File: src/rtl/core/cms_pkg.sv
// Shared constants, types and codes for the common l-mer motif search block.
// No dependencies; cms_search and the top level use this package by scoped names.
package cms_pkg;

	localparam int MAX_SEQS = 16;
	localparam int MAX_LEN  = 64;
	localparam int SEQ_W    = $clog2(MAX_SEQS);
	localparam int POS_W    = $clog2(MAX_LEN);
	localparam int ADDR_W   = SEQ_W + POS_W;
	localparam int DEPTH    = MAX_SEQS * MAX_LEN;
	localparam int BASE_W   = 2;
	localparam int CNT_W    = 10;
	localparam int NSEQ_W   = 5;
	localparam int LEN_W    = 7;
	localparam int PADDR_W  = 4;
	localparam int PDATA_W  = 32;

	localparam logic [CNT_W-1:0] COUNT_MAX = '1;

	// Input operation codes.
	localparam logic FUNC_LOAD   = 1'b0;
	localparam logic FUNC_SEARCH = 1'b1;

	// Configuration register indexes (byte address = 4 * index).
	localparam logic [1:0] REG_NUM_SEQS = 2'd0;
	localparam logic [1:0] REG_SEQ_LEN  = 2'd1;
	localparam logic [1:0] REG_LMER_LEN = 2'd2;

	typedef struct packed {
		logic [NSEQ_W-1:0] num_seqs;
		logic [LEN_W-1:0]  seq_len;
		logic [LEN_W-1:0]  lmer_len;
	} cfg_t;

	typedef struct packed {
		logic              valid;
		logic              found;
		logic [POS_W-1:0]  start_position;
		logic [CNT_W-1:0]  occurrence_count;
	} rsp_t;

endpackage

File: src/rtl/core/cms_ram.sv
// Generic single-write, single-read synchronous RAM with a registered read port.
// No dependencies.
module cms_ram #(
	parameter int WIDTH = 2,
	parameter int DEPTH = 1024
) (
	input  logic                     clk,
	input  logic                     we,
	input  logic [$clog2(DEPTH)-1:0] waddr,
	input  logic [WIDTH-1:0]         wdata,
	input  logic [$clog2(DEPTH)-1:0] raddr,
	output logic [WIDTH-1:0]         rdata
);

	logic [WIDTH-1:0] mem [DEPTH];

	always_ff @(posedge clk) begin
		if (we) begin
			mem[waddr] <= wdata;
		end
		rdata <= mem[raddr];
	end

endmodule

File: src/rtl/core/cms_search.sv
// Search sequencer: walks windows of sequence 0 against all windows of the other
// sequences, one base compare per read of the two store copies. Uses cms_pkg.
module cms_search (
	input  logic                        clk,
	input  logic                        arst_n,
	input  logic                        start,
	input  cms_pkg::cfg_t               cfg,
	input  logic [cms_pkg::BASE_W-1:0]  rdata0,
	input  logic [cms_pkg::BASE_W-1:0]  rdatak,
	output logic [cms_pkg::ADDR_W-1:0]  raddr0,
	output logic [cms_pkg::ADDR_W-1:0]  raddrk,
	output logic                        busy,
	output cms_pkg::rsp_t               rsp,
	input  logic                        rsp_take
);

	typedef enum logic [1:0] {S_IDLE, S_ISSUE, S_CHECK, S_FIN} state_t;

	state_t                          state_q;
	logic [cms_pkg::POS_W-1:0]       i_q, l_q, t_q;
	logic [cms_pkg::SEQ_W-1:0]       k_q;
	logic [cms_pkg::POS_W-1:0]       last_q, ll_last_q;
	logic [cms_pkg::SEQ_W-1:0]       ns_last_q;
	logic [cms_pkg::MAX_SEQS-1:0]    flags_q;
	logic [cms_pkg::CNT_W-1:0]       count_q;
	logic                            found_q;
	logic [cms_pkg::POS_W-1:0]       start_q;
	logic [cms_pkg::CNT_W-1:0]       total_q;

	// Effective configuration at search start.
	logic [cms_pkg::LEN_W-1:0]       sl_eff;
	logic [cms_pkg::LEN_W-1:0]       last_full;
	logic [cms_pkg::LEN_W-1:0]       ll_m1;
	logic [cms_pkg::SEQ_W-1:0]       ns_last;
	logic                            cfg_ok;

	// Compare step.
	logic                            eq, win_end, hit, all_ok, in_use;
	logic [cms_pkg::MAX_SEQS-1:0]    flags_nx;
	logic [cms_pkg::CNT_W-1:0]       count_nx;

	always_comb begin
		sl_eff = (cfg.seq_len > cms_pkg::LEN_W'(cms_pkg::MAX_LEN)) ?
			cms_pkg::LEN_W'(cms_pkg::MAX_LEN) : cfg.seq_len;
		cfg_ok = (cfg.lmer_len != '0) && (sl_eff != '0) && (cfg.lmer_len <= sl_eff);
		last_full = sl_eff - cfg.lmer_len;
		ll_m1 = cfg.lmer_len - cms_pkg::LEN_W'(1);
		if (cfg.num_seqs > cms_pkg::NSEQ_W'(cms_pkg::MAX_SEQS)) begin
			ns_last = cms_pkg::SEQ_W'(cms_pkg::MAX_SEQS - 1);
		end else if (cfg.num_seqs < cms_pkg::NSEQ_W'(2)) begin
			ns_last = cms_pkg::SEQ_W'(1);
		end else begin
			ns_last = cms_pkg::SEQ_W'(cfg.num_seqs - cms_pkg::NSEQ_W'(1));
		end
	end

	always_comb begin
		eq = (rdata0 == rdatak);
		win_end = !eq || (t_q == ll_last_q);
		hit = eq && (t_q == ll_last_q);
		flags_nx = flags_q;
		if (hit) begin
			flags_nx[k_q] = 1'b1;
		end
		count_nx = (hit && (count_q != cms_pkg::COUNT_MAX)) ? count_q + cms_pkg::CNT_W'(1) :
			count_q;
		// Every sequence in use past sequence 0 must hold the window at least once.
		all_ok = 1'b1;
		for (int j = 0; j < cms_pkg::MAX_SEQS; j++) begin
			in_use = (j != 0) && (cms_pkg::SEQ_W'(j) <= ns_last_q);
			all_ok = all_ok && (flags_nx[j] || !in_use);
		end
	end

	assign raddr0 = {cms_pkg::SEQ_W'(0), i_q + t_q};
	assign raddrk = {k_q, l_q + t_q};
	assign busy = (state_q != S_IDLE);

	always_comb begin
		rsp.valid = (state_q == S_FIN);
		rsp.found = found_q;
		rsp.start_position = start_q;
		rsp.occurrence_count = total_q;
	end

	always_ff @(posedge clk or negedge arst_n) begin
		if (!arst_n) begin
			state_q   <= S_IDLE;
			i_q       <= '0;
			k_q       <= '0;
			l_q       <= '0;
			t_q       <= '0;
			last_q    <= '0;
			ll_last_q <= '0;
			ns_last_q <= '0;
			flags_q   <= '0;
			count_q   <= '0;
			found_q   <= 1'b0;
			start_q   <= '0;
			total_q   <= '0;
		end else begin
			unique case (state_q)
				S_IDLE: begin
					if (start) begin
						i_q       <= '0;
						k_q       <= cms_pkg::SEQ_W'(1);
						l_q       <= '0;
						t_q       <= '0;
						flags_q   <= '0;
						count_q   <= '0;
						last_q    <= last_full[cms_pkg::POS_W-1:0];
						ll_last_q <= ll_m1[cms_pkg::POS_W-1:0];
						ns_last_q <= ns_last;
						found_q   <= 1'b0;
						start_q   <= '0;
						total_q   <= '0;
						state_q   <= cfg_ok ? S_ISSUE : S_FIN;
					end
				end
				S_ISSUE: begin
					state_q <= S_CHECK;
				end
				S_CHECK: begin
					if (!win_end) begin
						t_q     <= t_q + cms_pkg::POS_W'(1);
						state_q <= S_ISSUE;
					end else begin
						t_q <= '0;
						if (l_q != last_q) begin
							flags_q <= flags_nx;
							count_q <= count_nx;
							l_q     <= l_q + cms_pkg::POS_W'(1);
							state_q <= S_ISSUE;
						end else if (k_q != ns_last_q) begin
							flags_q <= flags_nx;
							count_q <= count_nx;
							l_q     <= '0;
							k_q     <= k_q + cms_pkg::SEQ_W'(1);
							state_q <= S_ISSUE;
						end else if (all_ok) begin
							flags_q <= flags_nx;
							count_q <= count_nx;
							found_q <= 1'b1;
							start_q <= i_q;
							total_q <= count_nx;
							state_q <= S_FIN;
						end else if (i_q != last_q) begin
							// Next start position in sequence 0; the marks start over.
							i_q     <= i_q + cms_pkg::POS_W'(1);
							k_q     <= cms_pkg::SEQ_W'(1);
							l_q     <= '0;
							flags_q <= '0;
							count_q <= '0;
							state_q <= S_ISSUE;
						end else begin
							flags_q <= flags_nx;
							count_q <= count_nx;
							state_q <= S_FIN;
						end
					end
				end
				S_FIN: begin
					if (rsp_take) begin
						state_q <= S_IDLE;
					end
				end
				default: begin
					state_q <= S_IDLE;
				end
			endcase
		end
	end

endmodule

File: src/rtl/core/common_lmer_motif_search.sv
// Top level of the common l-mer motif search: APB registers, two copies of the
// base store (cms_ram), the search sequencer (cms_search) and the output register.
//
// Channel   Direction  Handshake             Payload
// in        to block   in_valid / in_stall   func, seq_index, position, base
// out       from block out_valid / out_stall found, start_position, occurrence_count
// apb       to block   psel/penable/pready   paddr, pwdata, pwrite, prdata
//
// A load beat is written to the store at its accept edge.
// A search beat keeps in_stall high from its accept edge until the result is handed on.
// Each base compare issues a store read in S_ISSUE and checks the registered read data
// in S_CHECK, a window compare ends at its first mismatch, and a last state, S_FIN,
// hands the result to the output register. The store is undefined after reset; no
// clearing pass is run. A stalled output register holds the search in S_FIN; a result
// in the output register does not block loads.
module common_lmer_motif_search (
	input  logic                          clk,
	input  logic                          arst_n,
	input  logic                          in_valid,
	output logic                          in_stall,
	input  logic                          func,
	input  logic [cms_pkg::SEQ_W-1:0]     seq_index,
	input  logic [cms_pkg::POS_W-1:0]     position,
	input  logic [cms_pkg::BASE_W-1:0]    base,
	output logic                          out_valid,
	input  logic                          out_stall,
	output logic                          found,
	output logic [cms_pkg::POS_W-1:0]     start_position,
	output logic [cms_pkg::CNT_W-1:0]     occurrence_count,
	input  logic                          psel,
	input  logic                          penable,
	input  logic                          pwrite,
	input  logic [cms_pkg::PADDR_W-1:0]   paddr,
	input  logic [cms_pkg::PDATA_W-1:0]   pwdata,
	output logic [cms_pkg::PDATA_W-1:0]   prdata,
	output logic                          pready
);

	cms_pkg::cfg_t                  cfg_q;
	cms_pkg::rsp_t                  rsp;
	logic                           busy, in_acc, ram_we, start, rsp_take, reg_wr;
	logic [1:0]                     reg_idx;
	logic [cms_pkg::ADDR_W-1:0]     waddr, raddr0, raddrk;
	logic [cms_pkg::BASE_W-1:0]     rdata0, rdatak;
	logic                           out_valid_q, found_q;
	logic [cms_pkg::POS_W-1:0]      start_q;
	logic [cms_pkg::CNT_W-1:0]      count_q;

	assign pready  = 1'b1;
	assign reg_idx = paddr[3:2];
	assign reg_wr  = psel && penable && pwrite && pready;

	always_ff @(posedge clk or negedge arst_n) begin
		if (!arst_n) begin
			cfg_q.num_seqs <= cms_pkg::NSEQ_W'(2);
			cfg_q.seq_len  <= cms_pkg::LEN_W'(64);
			cfg_q.lmer_len <= cms_pkg::LEN_W'(8);
		end else if (reg_wr) begin
			unique case (reg_idx)
				cms_pkg::REG_NUM_SEQS: cfg_q.num_seqs <= pwdata[cms_pkg::NSEQ_W-1:0];
				cms_pkg::REG_SEQ_LEN:  cfg_q.seq_len  <= pwdata[cms_pkg::LEN_W-1:0];
				cms_pkg::REG_LMER_LEN: cfg_q.lmer_len <= pwdata[cms_pkg::LEN_W-1:0];
				default: ;
			endcase
		end
	end

	always_comb begin
		unique case (reg_idx)
			cms_pkg::REG_NUM_SEQS: prdata = cms_pkg::PDATA_W'(cfg_q.num_seqs);
			cms_pkg::REG_SEQ_LEN:  prdata = cms_pkg::PDATA_W'(cfg_q.seq_len);
			cms_pkg::REG_LMER_LEN: prdata = cms_pkg::PDATA_W'(cfg_q.lmer_len);
			default:               prdata = '0;
		endcase
	end

	assign in_stall = busy;
	assign in_acc   = in_valid && !in_stall;
	assign ram_we   = in_acc && (func == cms_pkg::FUNC_LOAD);
	assign start    = in_acc && (func == cms_pkg::FUNC_SEARCH);
	assign waddr    = {seq_index, position};

	// Two identical copies give one read port for sequence 0 and one for sequence k.
	cms_ram #(.WIDTH(cms_pkg::BASE_W), .DEPTH(cms_pkg::DEPTH)) u_ram0 (
		.clk   (clk),
		.we    (ram_we),
		.waddr (waddr),
		.wdata (base),
		.raddr (raddr0),
		.rdata (rdata0)
	);

	cms_ram #(.WIDTH(cms_pkg::BASE_W), .DEPTH(cms_pkg::DEPTH)) u_ramk (
		.clk   (clk),
		.we    (ram_we),
		.waddr (waddr),
		.wdata (base),
		.raddr (raddrk),
		.rdata (rdatak)
	);

	cms_search u_search (
		.clk      (clk),
		.arst_n   (arst_n),
		.start    (start),
		.cfg      (cfg_q),
		.rdata0   (rdata0),
		.rdatak   (rdatak),
		.raddr0   (raddr0),
		.raddrk   (raddrk),
		.busy     (busy),
		.rsp      (rsp),
		.rsp_take (rsp_take)
	);

	assign rsp_take = !out_valid_q || !out_stall;

	always_ff @(posedge clk or negedge arst_n) begin
		if (!arst_n) begin
			out_valid_q <= 1'b0;
			found_q     <= 1'b0;
			start_q     <= '0;
			count_q     <= '0;
		end else if (rsp_take) begin
			out_valid_q <= rsp.valid;
			if (rsp.valid) begin
				found_q <= rsp.found;
				start_q <= rsp.start_position;
				count_q <= rsp.occurrence_count;
			end
		end
	end

	assign out_valid        = out_valid_q;
	assign found            = found_q;
	assign start_position   = start_q;
	assign occurrence_count = count_q;

	a_search_stalls: assert property (@(posedge clk) disable iff (!arst_n)
		in_valid && !in_stall && (func == cms_pkg::FUNC_SEARCH) |=> in_stall)
		else $error("search beat accepted but input not stalled");

	a_miss_zero: assert property (@(posedge clk) disable iff (!arst_n)
		out_valid && !found |-> (start_position == '0) && (occurrence_count == '0))
		else $error("result without a motif carries nonzero fields");

	a_hit_count: assert property (@(posedge clk) disable iff (!arst_n)
		out_valid && found |-> (occurrence_count != '0))
		else $error("found motif with zero occurrences");

	a_no_write_busy: assert property (@(posedge clk) disable iff (!arst_n)
		busy |-> !ram_we)
		else $error("store written during a search");

endmodule

File: config.mk
export PLATFORM = sky130hd
export DESIGN_NAME = common_lmer_motif_search
export DESIGN_NICKNAME = d
export VERILOG_FILES = /design/src/rtl/core/cms_pkg.sv /design/src/rtl/core/cms_ram.sv /design/src/rtl/core/cms_search.sv /design/src/rtl/core/common_lmer_motif_search.sv
export SDC_FILE = /design/constraint.sdc
export NUM_CORES = 2
export LEC_CHECK = 0
export BUFFER_PORTS_ARGS = -buffer_cell sky130_fd_sc_hd__buf_4
export CAP_MARGIN = 10
export CORE_AREA = 2 2 461 509
export DETAILED_ROUTE_END_ITERATION = 16
export DIE_AREA = 0 0 463 511
export GPL_ROUTABILITY_DRIVEN = 0
export HOLD_SLACK_MARGIN = 0.03
export PLACE_DENSITY = 0.52
export SETUP_SLACK_MARGIN = 0.2
export SYNTH_ARGS = -nofsm -noshare
export SYNTH_HDL_FRONTEND = slang
export SYNTH_SLANG_ARGS = --single-unit
File: constraint.sdc
create_clock -name clk -period 6.2 [get_ports clk]
set_input_delay 0.62 -clock clk [delete_from_list [all_inputs] [get_ports clk]]
set_output_delay 0.62 -clock clk [all_outputs]
set_load 0.1 [all_outputs]
==> run metrics <==
CTS root buf sky130_fd_sc_hd__clkbuf_16; count of pins over their slew limit 0; crit-path leading delay family compound AO/OA/AOI/OAI gates; f_max 192 MHz; Initial Util 39.7%; number of resized instances in the post-cts repair step 0; area of the die 237,000 sq um; total I/O pin count 108; number of antenna violations at the first check in global routing 15; count of endpoints failing hold in the final timing report 0; combined area of all synthesized cells 92,200 sq um; dominant synthesized flop cell sky130_fd_sc_hd__edfxtp_1; Routed Wire Length 262 mm; top metal layer carrying routed signals met5; placement-stage worst setup slack 964 ps; clock tree buffer depth 3; LEAKAGE 0.0320 uW; Netlist cell types 92; Via Count 50,500; cell count after synthesis 5,489; Vert. Die Dim 511 microns; Worst Path Arrival 5940 ps; sum of routed wire segments on met1 110 mm; EDFF count, synth 2,048; final total negative setup slack 0 ps; register area share after synthesis 70.0%; CTS clock-pin slew for the worst setup and hold paths 60 ps; Crit-path slowest cell sky130_fd_sc_hd__fa_4; Async SR Flop Fraction 5.48%; nets@finish 5,628; transition time at the pin with the least slew margin 1230 ps; cells along the critical path ha_4 -> fa_4 -> buf_12 -> mux4_2 -> mux2_2 -> o21ai_0 -> a311oi_1 -> o211a_1 -> o31ai_1 -> buf_4 -> o2111ai_1; endpoint kind of the worst setup timing path flop; Cell Int Power 31,100 uW; clock latency reported for the late side of the worst-skew pair 870 ps; Port Buffer Count 54; detailed router's first-iteration violation count 5,176; most common cell after layout, fill and taps aside sky130_fd_sc_hd__edfxtp_1; Post-DP HPWL 150 mm; post-synth top area cell sky130_fd_sc_hd__edfxtp_1; DP Cell Count 8,402; proportion of layout cells with a drive suffix above 1 22.4%; non-filler instance count after layout 8,821; Cell Pwr Density 437 nW/um^2; leading cell types in the layout, fill and taps excluded sky130_fd_sc_hd__edfxtp_1 (2,048), sky130_fd_sc_hd__nor2_1 (1,068), sky130_fd_sc_hd__mux4_2 (592); min Tclk post-route 5210 ps; critical path startpoint category flop; all-layer global routing usage 21.9%; total setup violations reported at the end of the flow 0; worst stage delay on the critical path 1170 ps; post-detailed-route count of antenna-violating nets 0; Final Worst Setup Slack 989 ps; average cell area after synthesis 16.8 sq um; Post-Route Skew 27.1 ps; met3 wire length 14.8 mm; share of total power in the clock network 28.9%; fraction of the core area covered by cells at the end of the flow 44.8%; hold-fix buffer count after cts 9; worst max-slew margin expressed relative to the limit 17.9%; First-pass DRT Iterations 6; YS warnings 0; number of vias per cell after detailed routing 5.72; outcome finished, final reports clean; number of storage elements in the synthesis netlist 2,171; core area 232,000 sq um; Hold Path Class in2reg; via count of the first global-routing pass 51,653; Max-Cap Viols 0; register share of total power 36.5%; RSZ-0062 raised after global routing no; pin count of the biggest net entering global routing 229; total DRC errors in the routed layout 0; synthesis-to-layout area growth 12.8%; setup bufs post-CTS 0; top-area cell type share of the netlist area 66.7%; crit share post-route 84.0%; number of core rows 186; maximum VDD drop 0.414 mV; total buffers and inverters traversed by the critical path 2; die extent in x 463 microns; Worst EP required 6930 ps; routed length per instance 29.8 microns; Crit Path Max Fanout 24; biggest area contributors in the synthesized netlist sky130_fd_sc_hd__edfxtp_1 (67%), sky130_fd_sc_hd__mux4_2 (14%), sky130_fd_sc_hd__nor2_1 (4.4%); power share of the combinational group 34.6%; routed length on met2 132 mm; switching share of total power 31.6%; wire length of the first global-routing pass 375 mm; total congestion overflow 0; H-tree level count 4; clock sinks 2,171; category of the most critical setup path reg2reg; number of buffers created by CTS 218; clock tree from TritonCTS done; power spent charging and discharging nets 14,300 uW
## synthesized netlist by cell type (8+ instances only)
| cell | number |
|---|---|
| sky130_fd_sc_hd__o211ai_1 | 8 |
| sky130_fd_sc_hd__o21a_1 | 11 |
| sky130_fd_sc_hd__and3_1 | 15 |
| sky130_fd_sc_hd__a21o_1 | 10 |
| sky130_fd_sc_hd__nor4_1 | 9 |
| sky130_fd_sc_hd__a32oi_1 | 17 |
| sky130_fd_sc_hd__nand2b_1 | 13 |
| sky130_fd_sc_hd__dfrtp_1 | 116 |
| sky130_fd_sc_hd__nor2b_1 | 14 |
| sky130_fd_sc_hd__inv_1 | 37 |
| sky130_fd_sc_hd__mux4_2 | 592 |
| sky130_fd_sc_hd__mux2_2 | 40 |
| sky130_fd_sc_hd__a211oi_1 | 9 |
| sky130_fd_sc_hd__nor2_1 | 1074 |
| sky130_fd_sc_hd__xnor2_1 | 30 |
| sky130_fd_sc_hd__o2111ai_1 | 9 |
| sky130_fd_sc_hd__nand4_1 | 38 |
| sky130_fd_sc_hd__buf_6 | 33 |
| sky130_fd_sc_hd__a32o_1 | 18 |
| sky130_fd_sc_hd__a31oi_1 | 33 |
| sky130_fd_sc_hd__ha_1 | 33 |
| sky130_fd_sc_hd__mux4_1 | 18 |
| sky130_fd_sc_hd__buf_2 | 69 |
| sky130_fd_sc_hd__o21ai_0 | 70 |
| sky130_fd_sc_hd__nand3_1 | 125 |
| sky130_fd_sc_hd__mux2i_1 | 69 |
| sky130_fd_sc_hd__xor2_1 | 20 |
| sky130_fd_sc_hd__clkbuf_1 | 253 |
| sky130_fd_sc_hd__nand2_1 | 335 |
| sky130_fd_sc_hd__nor3b_1 | 10 |
| sky130_fd_sc_hd__nor3_1 | 27 |
| sky130_fd_sc_hd__buf_1 | 26 |
| sky130_fd_sc_hd__and2_1 | 10 |
| sky130_fd_sc_hd__edfxtp_1 | 2048 |
| sky130_fd_sc_hd__buf_4 | 72 |
| sky130_fd_sc_hd__a21oi_1 | 45 |
## layout make-up
| cell class | count | area [sq um] |
|---|---|---|
| sequential | 2171 | 64600 |
| clock inverter | 133 | 1300 |
| fill | 20199 | 128000 |
| tap | 3102 | 3880 |
| multi-input combinational | 2842 | 25700 |
| clock buffer | 267 | 5780 |
| timing repair buffer | 263 | 2600 |
| inverter | 40 | 150 |
| antenna | 3 | 7.51 |
## sequential cells by signal, indices dropped and copies added (netlist names), 4 cells and up
signal	count
cfg_q	19
occurrence_count	10
start_position	6
u_ramk.mem	2048
u_search.count_q	10
u_search.flags_q	15
u_search.i_q	6
u_search.k_q	4
u_search.l_q	6
u_search.last_q	6
u_search.ll_last_q	6
u_search.ns_last_q	4
u_search.start_q	6
u_search.t_q	6
u_search.total_q	10
## metal layers
layer  GRT usage (%)  vias to the layer above
met1            30.0                    27167
met5               0                        -
met2            37.2                     1645
met3            2.80                      307
met4            5.32                        6
li1                -                    21375
## stage by stage
step / cell area (sq um) / power, uW / hold WS [ps]
2_1_floorplan: 92300 / 28300 / 324
3_3_place_gp: 96600 / 32700 / 478
3_5_place_dp: 96700 / 32800 / 490
4_1_cts: 104000 / 45900 / 184
5_1_grt: 104000 / 47200 / 264
6_report: 104000 / 45400 / 232
## worst paths after layout
kind | startpoint | to | slack (ps) | cells after the start
max in group asynchronous | arst_n | u_search.k_q[1] | 4480 | 3
hold reg to reg | u_search.flags_q[3] | u_search.flags_q[3] | 500 | 2
setup reg to reg | u_search.t_q[0] | u_ramk.rdata[1] | 990 | 11
hold / removal | paddr[3] | cfg_q[13] | 230 | 4
setup / recovery | u_search.t_q[0] | u_ramk.rdata[1] | 990 | 11
min in group asynchronous | arst_n | u_search.ll_last_q[0] | 410 | 2
## power groups by stage
stage / clock (uW) / sequential, uW / combinational, uW
after floorplan: 0 / 16900 / 11400
after global placement: 0 / 16900 / 15800
final: 13100 / 16600 / 15700
after detailed placement: 0 / 16900 / 15900
after CTS: 13400 / 16600 / 15900
after global routing: 13900 / 16600 / 16700
## worst reg2reg max path: cells and delay by family (launching register included)
| kind | cells | cell delay (ps) |
|---|---|---|
| compound gates | 5 | 1740 |
| fa+ha+maj | 2 | 1400 |
| mux | 2 | 860 |
| buf+inv | 2 | 600 |
| flops | 1 | 480 |
## logic make-up after synthesis
family                     synth area share (%)
buffers and inverters                      2.80
and+or+nand+nor                            7.63
muxes                                      16.2
other                                   0.00814
adders and majority gates                 0.513
xor gates and xnor gates                  0.493
AOI/OAI and AO/OA                          2.34
DFF                                        70.0
(Power assumes the default switching activity.)
